<file path="src/hdl/tlnc_pkg.sv">
// Package for the text line number and caret filter.
// Holds character codes, counter sizes, the config register indexes and BCD helpers.
// No dependencies.
package tlnc_pkg;

  localparam int NUMBER_DIGITS = 6;
  localparam int BCD_W         = 4 * NUMBER_DIGITS;
  localparam int MAX_RESULTS   = NUMBER_DIGITS + 3;
  localparam int IDX_W         = $clog2(MAX_RESULTS);
  localparam int CNT_W         = $clog2(MAX_RESULTS + 1);
  localparam int CFG_IDX_W     = 3;

  localparam logic [7:0] CH_TAB   = 8'd9;
  localparam logic [7:0] CH_LF    = 8'd10;
  localparam logic [7:0] CH_SPACE = 8'd32;
  localparam logic [7:0] CH_DOLL  = 8'd36;
  localparam logic [7:0] CH_ZERO  = 8'd48;
  localparam logic [7:0] CH_I     = 8'd73;
  localparam logic [7:0] CH_CARET = 8'd94;
  localparam logic [7:0] CH_DEL   = 8'd127;
  localparam logic [7:0] CARET_OFFS = 8'd64;

  typedef enum logic [CFG_IDX_W-1:0] {
    CFG_NUMBER_NONBLANK  = 3'd0,
    CFG_NUMBER_ALL       = 3'd1,
    CFG_SQUEEZE_BLANK    = 3'd2,
    CFG_SHOW_TABS        = 3'd3,
    CFG_SHOW_ENDS        = 3'd4,
    CFG_SHOW_NONPRINTING = 3'd5
  } cfg_idx_t;

  typedef logic [BCD_W-1:0] bcd_t;

  // Decimal increment that sticks at all nines
  function automatic bcd_t bcd_bump(input bcd_t v);
    bcd_t       r;
    logic       carry;
    logic       all_nines;
    logic [3:0] d;
    r         = v;
    carry     = 1'b1;
    all_nines = 1'b1;
    for (int i = 0; i < NUMBER_DIGITS; i++) begin
      d = v[4*i +: 4];
      if (d != 4'd9) all_nines = 1'b0;
      if (carry) begin
        if (d >= 4'd9) begin
          r[4*i +: 4] = 4'd0;
        end else begin
          r[4*i +: 4] = d + 4'd1;
          carry       = 1'b0;
        end
      end
    end
    if (all_nines) r = v;
    return r;
  endfunction

endpackage

</file>
<file path="src/hdl/text_line_number_and_caret_filter_top.sv">
// Top level of the text line number and caret filter.
// Depends on tlnc_pkg.
//
// Takes one text byte per transaction and emits the formatted bytes it causes,
// with last marking the final one. Each accepted byte is fully processed in the
// cycle it is taken: line state and the BCD counters update at once and the
// results land in a small result buffer, which drains one byte per cycle while
// out_ready is high. Bytes giving a single result therefore stream at full rate
// while out_ready holds; a byte giving n results (up to NUMBER_DIGITS+3 = 9 at a
// numbered line start, 2 for a caret or $ form) holds the input until its results
// have drained, the drain of the result buffer being what sets the rate.
// A squeezed blank line gives no result. A new byte is taken in the same
// cycle the last buffered byte leaves. Its first result is out in the next cycle.
module text_line_number_and_caret_filter_top
  import tlnc_pkg::*;
(
  input  logic                 clk,
  input  logic                 rst_n,
  input  logic                 cfg_we,
  input  logic [CFG_IDX_W-1:0] cfg_idx,
  input  logic                 cfg_data,
  input  logic                 in_valid,
  output logic                 in_ready,
  input  logic [7:0]           in_data_byte,
  input  logic                 in_new_file,
  output logic                 out_valid,
  input  logic                 out_ready,
  output logic [7:0]           out_byte,
  output logic                 out_last
);

  logic number_nonblank_r, number_all_r, squeeze_blank_r;
  logic show_tabs_r, show_ends_r, show_nonprinting_r;

  logic       at_line_start_r, at_line_start_nxt;
  logic [1:0] blank_run_r, blank_run_nxt;
  bcd_t       nonblank_count_r, nonblank_count_nxt;
  bcd_t       line_count_r, line_count_nxt;

  logic [7:0]       res_buf_r [MAX_RESULTS];
  logic [7:0]       res_buf_nxt [MAX_RESULTS];
  logic [CNT_W-1:0] rem_r, cnt_nxt;
  logic [IDX_W-1:0] rd_idx_r;

  logic       in_acc, out_acc;
  logic       blank, drop, numbered, two;
  bcd_t       num_val;
  logic [7:0] body_a, body_b;
  logic [7:0] num_ch [NUMBER_DIGITS];
  logic       lead;
  logic [CNT_W-1:0] base;

  assign out_valid = (rem_r != '0);
  assign out_acc   = out_valid && out_ready;
  assign in_ready  = (rem_r == '0) || ((rem_r == CNT_W'(1)) && out_ready);
  assign in_acc    = in_valid && in_ready;
  assign out_byte  = res_buf_r[rd_idx_r];
  assign out_last  = (rem_r == CNT_W'(1));

  // Line state, counters and result bytes for the byte on the input
  always_comb begin
    nonblank_count_nxt = in_new_file ? '0 : nonblank_count_r;
    line_count_nxt     = in_new_file ? '0 : line_count_r;
    at_line_start_nxt  = in_new_file | at_line_start_r;
    blank_run_nxt      = blank_run_r;
    blank    = (in_data_byte == CH_LF);
    drop     = 1'b0;
    numbered = 1'b0;
    num_val  = '0;

    if (at_line_start_nxt) begin
      if (squeeze_blank_r) begin
        if (blank) begin
          if (blank_run_r < 2'd2) blank_run_nxt = blank_run_r + 2'd1;
        end else begin
          blank_run_nxt = 2'd0;
        end
        if (blank_run_nxt > 2'd1) drop = 1'b1;
      end
      if (!drop) begin
        if (number_nonblank_r) begin
          if (!blank) begin
            nonblank_count_nxt = bcd_bump(nonblank_count_nxt);
            numbered           = 1'b1;
            num_val            = nonblank_count_nxt;
          end
        end else if (number_all_r) begin
          line_count_nxt = bcd_bump(line_count_nxt);
          numbered       = 1'b1;
          num_val        = line_count_nxt;
        end
        at_line_start_nxt = 1'b0;
      end
    end
    if (!drop && blank) at_line_start_nxt = 1'b1;

    two    = 1'b1;
    body_b = in_data_byte;
    if (show_tabs_r && in_data_byte == CH_TAB) begin
      body_a = CH_CARET;
      body_b = CH_I;
    end else if (show_ends_r && blank) begin
      body_a = CH_DOLL;
      body_b = CH_LF;
    end else if (show_nonprinting_r &&
                 (in_data_byte < CH_TAB ||
                  (in_data_byte > CH_LF && in_data_byte < CH_SPACE) ||
                  in_data_byte == CH_DEL)) begin
      body_a = CH_CARET;
      body_b = (in_data_byte == CH_DEL) ? in_data_byte - CARET_OFFS
                                        : in_data_byte + CARET_OFFS;
    end else begin
      body_a = in_data_byte;
      two    = 1'b0;
    end

    // Leading zeros become spaces; the units digit always shows
    lead = 1'b1;
    for (int i = NUMBER_DIGITS - 1; i >= 0; i--) begin
      if (num_val[4*i +: 4] != 4'd0 || i == 0) lead = 1'b0;
      num_ch[NUMBER_DIGITS-1-i] = lead ? CH_SPACE : (CH_ZERO + {4'd0, num_val[4*i +: 4]});
    end

    base = numbered ? CNT_W'(NUMBER_DIGITS + 1) : '0;
    for (int k = 0; k < MAX_RESULTS; k++) begin
      if (numbered && k < NUMBER_DIGITS) begin
        res_buf_nxt[k] = num_ch[k];
      end else if (numbered && k == NUMBER_DIGITS) begin
        res_buf_nxt[k] = CH_TAB;
      end else if (CNT_W'(k) == base) begin
        res_buf_nxt[k] = body_a;
      end else begin
        res_buf_nxt[k] = body_b;
      end
    end

    if (drop) begin
      cnt_nxt = '0;
    end else begin
      cnt_nxt = base + (two ? CNT_W'(2) : CNT_W'(1));
    end
  end

  always_ff @(posedge clk) begin
    if (!rst_n) begin
      number_nonblank_r  <= 1'b0;
      number_all_r       <= 1'b0;
      squeeze_blank_r    <= 1'b0;
      show_tabs_r        <= 1'b0;
      show_ends_r        <= 1'b0;
      show_nonprinting_r <= 1'b0;
    end else if (cfg_we) begin
      case (cfg_idx)
        CFG_NUMBER_NONBLANK:  number_nonblank_r  <= cfg_data;
        CFG_NUMBER_ALL:       number_all_r       <= cfg_data;
        CFG_SQUEEZE_BLANK:    squeeze_blank_r    <= cfg_data;
        CFG_SHOW_TABS:        show_tabs_r        <= cfg_data;
        CFG_SHOW_ENDS:        show_ends_r        <= cfg_data;
        CFG_SHOW_NONPRINTING: show_nonprinting_r <= cfg_data;
        default: ;
      endcase
    end
  end

  always_ff @(posedge clk) begin
    if (!rst_n) begin
      at_line_start_r  <= 1'b1;
      blank_run_r      <= 2'd0;
      nonblank_count_r <= '0;
      line_count_r     <= '0;
      rem_r            <= '0;
      rd_idx_r         <= '0;
    end else if (in_acc) begin
      at_line_start_r  <= at_line_start_nxt;
      blank_run_r      <= blank_run_nxt;
      nonblank_count_r <= nonblank_count_nxt;
      line_count_r     <= line_count_nxt;
      rem_r            <= cnt_nxt;
      rd_idx_r         <= '0;
    end else if (out_acc) begin
      rem_r    <= rem_r - CNT_W'(1);
      rd_idx_r <= rd_idx_r + IDX_W'(1);
    end
  end

  always_ff @(posedge clk) begin
    if (in_acc) begin
      for (int k = 0; k < MAX_RESULTS; k++) res_buf_r[k] <= res_buf_nxt[k];
    end
  end

endmodule
</file>
<file path="config.mk">
export PLATFORM = sky130hd
export DESIGN_NAME = text_line_number_and_caret_filter_top
export DESIGN_NICKNAME = d
export VERILOG_FILES = /design/src/hdl/tlnc_pkg.sv /design/src/hdl/text_line_number_and_caret_filter_top.sv
export SDC_FILE = /design/constraint.sdc
export NUM_CORES = 1
export LEC_CHECK = 0
export ABC_AREA = 1
export BUFFER_PORTS_ARGS = -buffer_cell sky130_fd_sc_hd__buf_2
export CAP_MARGIN = 40
export CORE_ASPECT_RATIO = 0.9
export CORE_MARGIN = 5
export CORE_UTILIZATION = 42
export CTS_BUF_LIST = sky130_fd_sc_hd__clkbuf_8
export DETAILED_ROUTE_END_ITERATION = 12
export PLACE_DENSITY_LB_ADDON = 0.05
export SYNTH_ARGS = -nofsm -noshare
export SYNTH_HDL_FRONTEND = slang
export SYNTH_SLANG_ARGS = --single-unit
</file>
<file path="constraint.sdc">
create_clock -name clk -period 9.64 [get_ports clk]
set_input_delay 2.41 -clock clk [delete_from_list [all_inputs] [get_ports clk]]
set_output_delay 2.41 -clock clk [all_outputs]
set_load 0.005 [all_outputs]
</file>
Yosys cells after proc, flatten, opt, wreduce, memory -nomap -nowiden
Memory sizes are Yosys's and may differ from the RTL's. A register that Yosys moved wholly into a read port is not among the register bits. Index checks and enable logic that the tools add are counted.

Memory bits (writable): 72. Memories: 1. Input port bits: 18. Flip-flop bits (word level): 65. Word-level logic and storage cells: 293. Output and inout port bits: 11.

Memory list: res_buf_r (words 9, bits a word 8, rd ports 1, clocked after memory_dff 1, write ports 9, RTL line text_line_number_and_caret_filter_top.sv:40) `logic [7:0] res_buf_r [MAX_RESULTS];`.

Eq/ne operators: 29. $add $sub $neg: 24. Muxes and demuxes: 178. $lt $le $gt $ge: 17. Bitwise logic cells: 2. Reduce and logical (&&, ||, !) cells: 30.

Operators by type and width (count): $mux W24 (17); $mux W8 (23); $mux W4 (27); $mux W1 (100); $add A4 B1 Y4 const B (13); $ge A4 B4 Y1 const B (12); $ne A4 B4 Y1 const B (12); $add A6 B4 Y7 const A (6); $mux W7 (5); $reduce_bool A4 Y1 (6); $eq A8 B4 Y1 const B (2); $eq A3 B3 Y1 const A (4); $reduce_and A2 Y1 (6); $mux W2 (5); $add A8 B7 Y8 const B (1); $eq A8 B7 Y1 const B (1); $gt A8 B4 Y1 const B (1); $logic_and A1 B1 Y1 (8); $logic_not A4 Y1 (2); $lt A8 B4 Y1 const B (1); $lt A8 B6 Y1 const B (1); $sub A8 B7 Y8 const B (1); $eq A2 B3 Y1 const A (2); $eq A3 B2 Y1 const B (2); other kinds (19) (22).

Depth between registers and ports, before layout
Gate-level depths: netlist of the first run.

Word-level depth: 45. Depth in mapped cells: 22. Mapped depth without buffers: 20.

Worst setup path before layout of the first run
OpenSTA, ideal clock, no wires.

Path kind: input-to-reg. From: in out_ready. To: reg line_count_r[3]. Stages on the path: 7. Library setup time: 87 ps. Buffers on the path: 1. Required time: 9553 ps. Slack: 4424 ps. Data arrival time: 5130 ps. Path through: nand2_1 > nand2_1 > nand2_1 > inv_2 > clkbuf_1 > o221ai_1 > o22ai_1.

Cells in the longest elaborated chain, start to end: 3.

Ends and longest elaborated chain: from (decl) (RTL line text_line_number_and_caret_filter_top.sv:27) `input logic out_ready,`; $logic_and A1 B1 Y1 (RTL line text_line_number_and_caret_filter_top.sv:55) `assign in_ready = (rem_r == '0) || ((rem_r == CNT_W'(1)) && out_ready);`; $logic_or A1 B1 Y1 (RTL line text_line_number_and_caret_filter_top.sv:55); net in_ready (RTL line text_line_number_and_caret_filter_top.sv:23) `output logic in_ready,`; $logic_and A1 B1 Y1 (RTL line text_line_number_and_caret_filter_top.sv:56) `assign in_acc = in_valid && in_ready;`; net in_acc (RTL line text_line_number_and_caret_filter_top.sv:45) `logic in_acc, out_acc;`; to (signal assigned) (RTL line text_line_number_and_caret_filter_top.sv:177) `line_count_r <= line_count_nxt;`; to (decl) (RTL line text_line_number_and_caret_filter_top.sv:38) `bcd_t line_count_r, line_count_nxt;`.

The timed path passes the listed nets, and every way through them passes these cells. A chain may end at the register's enable or synchronous reset.

==> results_dict.tcl, run 1 <==
set metrics [dict create \
    drive_gt1_share_pct 12.02 \
    place_hpwl_um 20210 \
    clock_skew_ns 0.01696 \
    synth_xor_area_share_pct 0.6124 \
    setup_ws_ns 4.161 \
    slowest_delay_ns 0.59 \
    antenna_found_initial 1 \
    place.gp.congestion 0.8922 \
    syn_nets 1220 \
    ant_nets 0 \
    slew_headroom_pct 55.13 \
    drc 0 \
    synth_edf_count 58 \
    fin_nets 1233 \
    min_path_type "reg2reg" \
    layout_common_cells "nand2_1, inv_1, nor2_1, nand3_1, o21ai_0" \
    area.growth.synth_to_final_pct 8.122 \
    cpMaxStageDelayCell "buf_4" \
    rows 49 \
    final-hold-violation-count 0 \
    min_from "blank_run_r[1]" \
    setup_tns_ns 0 \
    final_common_cell "nand2_1" \
    vias 7990 \
    die_w_um 160.7 \
    port_buffers 28 \
    fmax_mhz 182.5 \
    crit_fanout 22 \
    grt_overflow 0 \
    report.final.slew_viol_count 0 \
    syn_area_um2 8581 \
    synthArstFlopShare_pct 0 \
    crit_top_cell "nand2_1" \
    io_pins 29 \
    clock_sinks 127 \
    drt_iter0_drc 858 \
    synth-simple-area-share_pct 30.15 \
    synth_top_family_by_area "simple AND/OR/NAND/NOR gates" \
    rsz0062_at_grt "no" \
    clock_latency_ns 0.46 \
    wl_per_cell_um 19.00 \
    worstMarginPinSlew_ns 0.6723 \
    status "complete, no violations" \
    grt_pass1_vias 7388 \
    htree_levels 4 \
    regToRegStartpoint "blank_run_r[0]" \
    cts-root-buf "clkbuf_8" \
    clkSlewWorstSetupHoldPaths_ns 0.08 \
    cts_max_path_buffers 2 \
    cts_setup_buffers 0 \
    post-route-min-period_ns 5.479 \
    placeableCoreArea_um2 20050 \
    ir_worst_vdd_v 0.00009627 \
    dpl_worst_slack_ns 3.696 \
    critPathTopFamily "simple AND/OR/NAND/NOR gates" \
    cts_buffers 17 \
    die_h_um 145.6 \
    end_kind "flop" \
    grt_pass1_wl_um 43320 \
    worstPathCellList "buf_2 > buf_4 > nor2_1 > inv_1 > ha_1 > nand2_1 > nor2_1 > nand2_1 > nor2_1 > nand2_1 > nand2_1 > inv_1 > nand2_1 > nand2_1 > nand3_1 > nand2_1 > inv_1 > nand2_1 > nor2_1 > nand4_1" \
    yosysWarnings 0 \
    pwr_density_cell_nw_per_um2 205.0 \
    synth_cell_types 55 \
    ctsResizeCount 0 \
    r2r_setup_slack_ns 6.53 \
    routed_wl_um 27460 \
    ys.flop_type "dfxtp_1" \
    finalSetupViolations 0 \
    arrival_ns 5.67 \
    grt_start_max_net_pins 68 \
    track_usage_pct 23.53 \
    holdBufCountCts 0 \
    seq_area_frac_synth_pct 36.40 \
    startpoint "in_new_file" \
    ys_ff_latch 127 \
    synth_fa_ha_area_share_pct 5.541 \
    maxCapViolations 0 \
    die_area_um2 23390 \
    antenna_cells 0 \
    start_util_pct 42.80 \
    syn_area_per_cell_um2 7.372 \
    finalCritPeriodShare_pct 56.84 \
    critPathBufInv 5 \
    cts_tree "built" \
    cp.required_ns 9.83 \
    critPathKind "in2reg" \
    power.leakage_nw 4.051 \
    syn_inst 1164 \
    first_pass_iters 5 \
    via_per_inst 5.529 \
    synthMuxAreaShare_pct 0 \
    synth_compound_area_share_pct 16.32 \
    startpoint_type "input pin" \
]
-- power breakdown --
part           leakage (nW)  total [W]  switching (W)  internal [W]
clock network         0.209   0.000487       0.000253      0.000234
logic                  2.73   0.000616       0.000420      0.000195
registers              1.11   0.000799      0.0000685      0.000731
total                  4.05    0.00190       0.000741       0.00116
-- cell usage after synthesis (all sizes together), types with 4 or more instances --
library cell,count,share of area [%]
clkbuf,25,1.1
clkinv,4,0.17
a31oi,15,1.3
nor3,20,1.3
buf,17,1.7
edfxtp,58,20
nor2,150,8.8
o211ai,13,1.1
o22ai,21,1.5
o21ai,83,4.9
nand4,20,1.5
inv,179,8.0
o21bai,4,0.35
a221oi,16,1.6
nand2,243,12
nand3,93,5.9
a21oi,61,3.7
ha,38,5.5
nor4,5,0.36
dfxtp,69,16
-- worst paths after layout --
path	end	cells after the start
max reg2reg	res_buf_r[2][1]	12
max	res_buf_r[4][4]	20
min	blank_run_r[1]	2
min reg2reg	blank_run_r[1]	2
-- registers in the layout (all words and copies together) (netlist names), named ones only --
| signal | cells |
|---|---|
| res_buf_r | 58 |
| line_count_r | 24 |
| nonblank_count_r | 24 |
| rd_idx_r | 4 |
| rem_r | 4 |
| blank_run_r | 2 |
| at_line_start_r | 1 |
| number_all_r | 1 |
| number_nonblank_r | 1 |
| show_ends_r | 1 |
| show_nonprinting_r | 1 |
| show_tabs_r | 1 |
| squeeze_blank_r | 1 |
-- metrics by stage --
stage / hold WS [ns] / power, W / instance area [um2] / util (%) / instances
after floorplan: 0.4299 / 0.001217 / 8581 / - / 1164
after global placement: 0.4560 / 0.001423 / 8855 / 44.17 / 1412
after detailed placement: 0.4621 / 0.001426 / 8882 / 44.31 / 1413
after CTS: 0.4739 / 0.001909 / 9278 / 46.28 / 1445
after global routing: 0.4983 / 0.002025 / 9278 / 46.28 / 1445
final: 0.4647 / 0.001902 / 9278 / 46.28 / 1445
-- layout make-up --
type                       count  area (um2)
multi-input combinational    812        4516
timing repair buffer          36       220.2
sequential                   127        3123
clock inverter                15       161.4
inverter                     183       704.4
tap                          255       319.1
clock buffer                  17       234.0
fill                        2040       10770
-- cells by family (layout without fill, tap and decap cells) --
logic type | after synthesis | count (layout)
simple gates | 537 | 537
fa+ha+maj | 38 | 38
xor+xnor | 6 | 6
compound gates | 231 | 231
buf+inv | 225 | 251
flops | 127 | 127
-- worst reg2reg max path: stages, from the launching register on --
cell and delay [ns]:
dfxtp_1 0.30, inv_1 0.06, ha_1 0.16, nor2_1 0.07
nand3_1 0.10, nand2_2 0.21, nor2_4 0.53, nor2_1 0.09
buf_4 0.25, inv_1 0.54, nor2_1 0.18, inv_1 0.24
nand3_1 0.14
-- per-layer routing --
metal,share of wire (%),track usage [%],vias up,wire [um]
met3,7.4,4.701,38,2034
met1,49,36.24,3725,13490
li1,-,-,3928,-
met4,1.6,5.634,2,448
met2,42,33.52,297,11470
met5,0.047,0,-,13
No activity file was read; power rests on OpenSTA's default activity.
==> run 2, diff against run 1 <==
Settings changed: ABC_AREA 1 to 0.
Clock period 9.64 ns to 4.6 ns, I/O delays scaled along.
==> run 2 against run 1 <==
Against the previous run:
- core utilization up 5.4 points
- total power up 79%
- global-route usage up 0.24 points
- register-to-register slack worse by 5.7 ns
- critical path type unchanged
- largest power group unchanged
==> results_dict.tcl, run 2 <==
set metrics [dict create \
    status "complete, no violations" \
    min_path_type "reg2reg" \
    rsz0062_at_grt "no" \
    drc 0 \
    r2r_setup_slack_ns 0.88 \
    clock_latency_ns 0.47 \
    n_fill_cell 1765 \
    placed_area_um2 9203 \
    power.leakage_nw 3.597 \
    yosysWarnings 0 \
    cts_buffers 17 \
    pwr_density_cell_nw_per_um2 356.6 \
    ir_worst_vdd_v 0.0002127 \
    htree_levels 4 \
    port_buffers 28 \
    maxCapViolations 0 \
    synth_common_cells "nor2_1, nand2_1, dfxtp_1" \
    syn_nets 974 \
    critPathKind "in2reg" \
    cts_max_path_buffers 2 \
    antenna_cells 0 \
    synth_area_leaders "edfxtp_1, dfxtp_1, ha_1" \
    largest_reg_flops 58 \
    place.gp.congestion 0.9589 \
    grt_pass1_wl_um 40750 \
    clkSlewWorstSetupHoldPaths_ns 0.09 \
    ys_ff_latch 127 \
    syn_area_per_cell_um2 8.692 \
    layout_common_cells "nor2_1, buf_4, nand2_1, dfxtp_1, edfxtp_1" \
    drt_iter0_drc 593 \
    area.growth.synth_to_final_pct 19.96 \
    rows 47 \
    placeableCoreArea_um2 18520 \
    finalSetupViolations 0 \
    final-hold-violation-count 0 \
    grt_start_max_net_pins 36 \
    ctsResizeCount 0 \
    wl_per_cell_um 19.80 \
    cts_setup_buffers 0 \
    vias 7421 \
    track_usage_pct 23.76 \
    io_pins 29 \
    finish.utilization_pct 51.67 \
    slew_headroom_pct 47.10 \
    syn_area_um2 7979 \
    largestRegisters "res_buf_r: 58 flops, line_count_r: 24 flops, nonblank_count_r: 24 flops" \
    ant_nets 0 \
    clock_sinks 127 \
    dp.cells 1262 \
    final_common_cell "nor2_1" \
    via_per_inst 5.735 \
    die_h_um 140.8 \
    start_util_pct 43.07 \
    routed_wl_um 25620 \
    synth.largest_area_cell "edfxtp_1" \
    startpoint_type "input pin" \
    post-route-min-period_ns 4.303 \
    fin_nets 1092 \
    drive_gt1_share_pct 21.73 \
    crit_fanout 15 \
    place_hpwl_um 19750 \
    grt_pass1_vias 7194 \
    die_w_um 155.3 \
    cts_tree "built" \
    finalCritPeriodShare_pct 93.53 \
    synth_edf_count 58 \
    report.final.slew_viol_count 0 \
    antenna_found_initial 0 \
    fmax_mhz 232.4 \
    yosysMostFrequentCell "nor2_1" \
    synthArstFlopShare_pct 0 \
    seq_area_frac_synth_pct 39.14 \
    first_pass_iters 5 \
    top_register "res_buf_r" \
    holdBufCountCts 0 \
    grt_overflow 0 \
    synth_cell_types 79 \
    ys.flop_type "dfxtp_1" \
    worstMarginPinSlew_ns 0.7924 \
    design_area_um2 9572 \
    cp.required_ns 4.81 \
    stdcell_count 1294 \
    yosysTopAreaCellShare_pct 21.83 \
    syn_inst 918 \
    setup_tns_ns 0 \
    end_kind "flop" \
    clock_skew_ns 0.01600 \
    cts-root-buf "clkbuf_8" \
    die_area_um2 21860 \
    arrival_ns 4.52 \
]
run 2: final timing paths:
kind / startpoint / endpoint / cells after the start
worst max register to register: nonblank_count_r[12] / res_buf_r[4][4] / 13
worst min-delay path: line_count_r[3] / line_count_r[3] / 2
worst max-delay path: in_new_file / res_buf_r[4][4] / 15
worst min register to register: line_count_r[3] / line_count_r[3] / 2
run 2: report_power, final:
group | switching (W) | total, W | internal, W | leakage, nW
combinational | 0.000544 | 0.000913 | 0.000369 | 2.31
sequential | 0.000120 | 0.00155 | 0.00143 | 1.10
clock | 0.000518 | 0.000951 | 0.000433 | 0.183
run 2: stage by stage:
| stage | total power, W | hold slack (ns) | setup slack (ns) |
|---|---|---|---|
| after global routing | 0.003598 | 0.5072 | 0.01381 |
| final | 0.003413 | 0.4913 | 0.2975 |
| after CTS | 0.003434 | 0.4900 | 0.3489 |
| after global placement | 0.002457 | 0.4665 | -0.1239 |
| after detailed placement | 0.002488 | 0.4778 | -0.1474 |
| after floorplan | 0.002148 | 0.4410 | 0.01537 |
run 2: area by class of cell:
type | count | area [um2] | share of cell area [%]
Inverter | 46 | 172.7 | 1.804
Clock inverter | 15 | 135.1 | 1.412
Sequential cell | 127 | 3123 | 32.63
Timing Repair Buffer | 150 | 1072 | 11.20
Clock buffer | 17 | 234.0 | 2.444
Multi-Input combinational cell | 694 | 4528 | 47.31
Tap cell | 245 | 306.5 | 3.203
run 2: critical path, cell delays in order:
cell	delay [ns]
buf_2	0.20
inv_1	0.13
buf_12	0.16
nand2_1	0.11
ha_1	0.23
nor3b_1	0.16
nor4_2	0.47
nand4_1	0.21
nor2_2	0.20
buf_4	0.14
mux2i_1	0.30
o2bb2ai_1	0.16
nor4_2	0.19
nand4_1	0.20
or4b_1	0.51
run 2: metal layers:
metal	vias up	GRT usage [%]	routed length, um
met1	3586	33.65	11910
met4	0	6.587	524
met2	232	36.74	11570
li1	3568	-	-
met3	35	5.302	1624
met5	-	0	0
run 2: cell families after synthesis:
kind of cell,after synthesis,synth area share [%]
flops,127,39.14
simple gates,402,25.76
fa+ha+maj,38,5.959
xor+xnor,7,0.7684
mux,37,6.226
compound gates,210,17.48
buf+inv,97,4.657
==> run 3, diff against run 2 <==
Settings changed: RECOVER_POWER set to 100.
==> run 3 against run 2 <==
Against the previous run:
- the flow now finishes with violations (max-capacitance violations, max-slew violations)
- sequential share of layout area increased by 0.29 points
- cell area decreased by 0.89%
- via count unchanged
- combinational power decreased by 3.9%
- sequential cell count unchanged
- clock power about the same
- global-route usage unchanged
- core utilization decreased by 0.46 points
- non-clock buffer count unchanged
- sequential power about the same
- clock skew increased by 0.0015 ns
- total power decreased by 1.0%
==> results_dict.tcl, run 3 (same netlist as run 2, synthesis figures left out) <==
set metrics [dict create \
    status "complete, but fails checks" \
    failed_checks "max-capacitance violations, max-slew violations" \
    arrival_ns 4.58 \
    grt_overflow 0 \
    htree_levels 4 \
    final_common_cell "nor2_1" \
    via_per_inst 5.735 \
    die_h_um 140.8 \
    post-route-min-period_ns 4.426 \
    vias 7421 \
    port_buffers 28 \
    hold_depth 2 \
    cts_max_path_buffers 2 \
    ir_worst_vdd_v 0.0002076 \
    r2r_setup_slack_ns 0.17 \
    ctsResizeCount 0 \
    largestRegisters "res_buf_r: 58 flops, line_count_r: 24 flops, nonblank_count_r: 24 flops" \
    wl_per_cell_um 19.79 \
    io_pins 29 \
    cp.required_ns 4.76 \
    holdBufCountCts 0 \
    drt_iter0_drc 610 \
    largest_reg_flops 58 \
    drc 0 \
    drive_gt1_share_pct 18.88 \
    whs_ns 0.4912 \
    startpoint_type "flop" \
    fmax_mhz 225.9 \
    antenna_found_initial 0 \
    die_w_um 155.3 \
    fin_nets 1092 \
    finalSetupViolations 0 \
    grt_pass1_wl_um 40750 \
    track_usage_pct 23.76 \
    crit_top_cell "inv_1" \
    first_pass_iters 5 \
    cts_buffers 17 \
    cts_setup_buffers 0 \
    dp.cells 1262 \
    grt_pass1_vias 7194 \
    end_kind "flop" \
    slowest_delay_ns 1.20 \
    clock_skew_ns 0.01749 \
    crit_fanout 27 \
    n_fill_cell 1791 \
    rsz0062_at_grt "no" \
    placeableCoreArea_um2 18520 \
    pwr_density_cell_nw_per_um2 356.0 \
    clock_latency_ns 0.46 \
    grt_start_max_net_pins 36 \
    die_area_um2 21860 \
    ant_nets 0 \
    layout_common_cells "nor2_1, buf_4, nand2_1, dfxtp_1, edfxtp_1" \
    worstMarginPinSlew_ns 1.690 \
    maxCapViolations 1 \
    slew_headroom_pct -12.65 \
    clkSlewWorstSetupHoldPaths_ns 0.08 \
    place_hpwl_um 19750 \
    reg2reg_depth 9 \
    critPathKind "reg2reg" \
    report.final.slew_viol_count 28 \
    place.gp.congestion 0.9589 \
    rows 47 \
    clock_sinks 127 \
    finalCritPeriodShare_pct 96.21 \
    area.growth.synth_to_final_pct 18.90 \
    cts-root-buf "clkbuf_8" \
    top_register "res_buf_r" \
    stdcell_count 1294 \
    cts_tree "built" \
    cpMaxStageDelayCell "clkbuf_1" \
    finish.utilization_pct 51.21 \
    routed_wl_um 25600 \
    placed_area_um2 9203 \
    power.leakage_nw 3.505 \
    min_path_type "reg2reg" \
    antenna_cells 0 \
    design_area_um2 9487 \
    start_util_pct 43.07 \
    final-hold-violation-count 0 \
    worstPathCellList "inv_1 > ha_1 > and2_0 > a21o_1 > nand2_1 > clkbuf_1 > inv_1 > clkbuf_2 > clkbuf_4" \
]
-- run 3: cell count changes in the layout (fill, tap and decap cells not counted), sizes merged --
cell	before	now
buf	150	119
clkbuf	17	48
-- run 3: path summary, 6_finish.rpt --
| path | start | endpoint |
|---|---|---|
| min | line_count_r[3] | line_count_r[3] |
| min reg2reg | line_count_r[3] | line_count_r[3] |
| max reg2reg | rem_r[0] | res_buf_r[7][2] |
| max | rem_r[0] | res_buf_r[7][2] |
-- run 3: worst max-delay path, delay by kind of cell (launching register included) --
family / cells / cell delay (ns)
adders and majority gates: 1 / 0.23
AOI/OAI and AO/OA: 1 / 0.18
DFF: 1 / 0.41
and+or+nand+nor: 2 / 0.24
buffers and inverters: 5 / 3.03
-- run 3: per-layer routing --
layer / track usage [%] / share of wire [%] / vias to the layer above
li1: - / - / 3571
met1: 33.65 / 47 / 3569
met2: 36.74 / 45 / 240
met3: 5.302 / 6.1 / 41
met4: 6.587 / 2.3 / 0
met5: 0 / 0 / -
-- run 3: final cells by class --
| class | instances | area (um2) | share of cell area [%] |
|---|---|---|---|
| well taps | 245 | 306.5 | 3.231 |
| flip-flops and latches | 127 | 3123 | 32.92 |
| clock buffers | 17 | 234.0 | 2.466 |
| inverters | 46 | 172.7 | 1.820 |
| repair buffers | 150 | 993.5 | 10.47 |
| multi-input cells | 694 | 4522 | 47.67 |
| clock inverters | 15 | 135.1 | 1.424 |
-- run 3: report_power, final --
group	internal (W)	total [W]	switching, W
logic	0.000336	0.000877	0.000541
clock network	0.000433	0.000949	0.000517
registers	0.00143	0.00155	0.000120
-- run 3: stage by stage --
stage / setup TNS (ns) / worst slack [ns] / power (W)
final: 0 / 0.1741 / 0.003377
after global routing: 0 / 0.01878 / 0.003567
after CTS: 0 / 0.3489 / 0.003434
after detailed placement: -0.2575 / -0.1474 / 0.002488
after global placement: -0.2410 / -0.1239 / 0.002457
after floorplan: 0 / 0.01537 / 0.002148
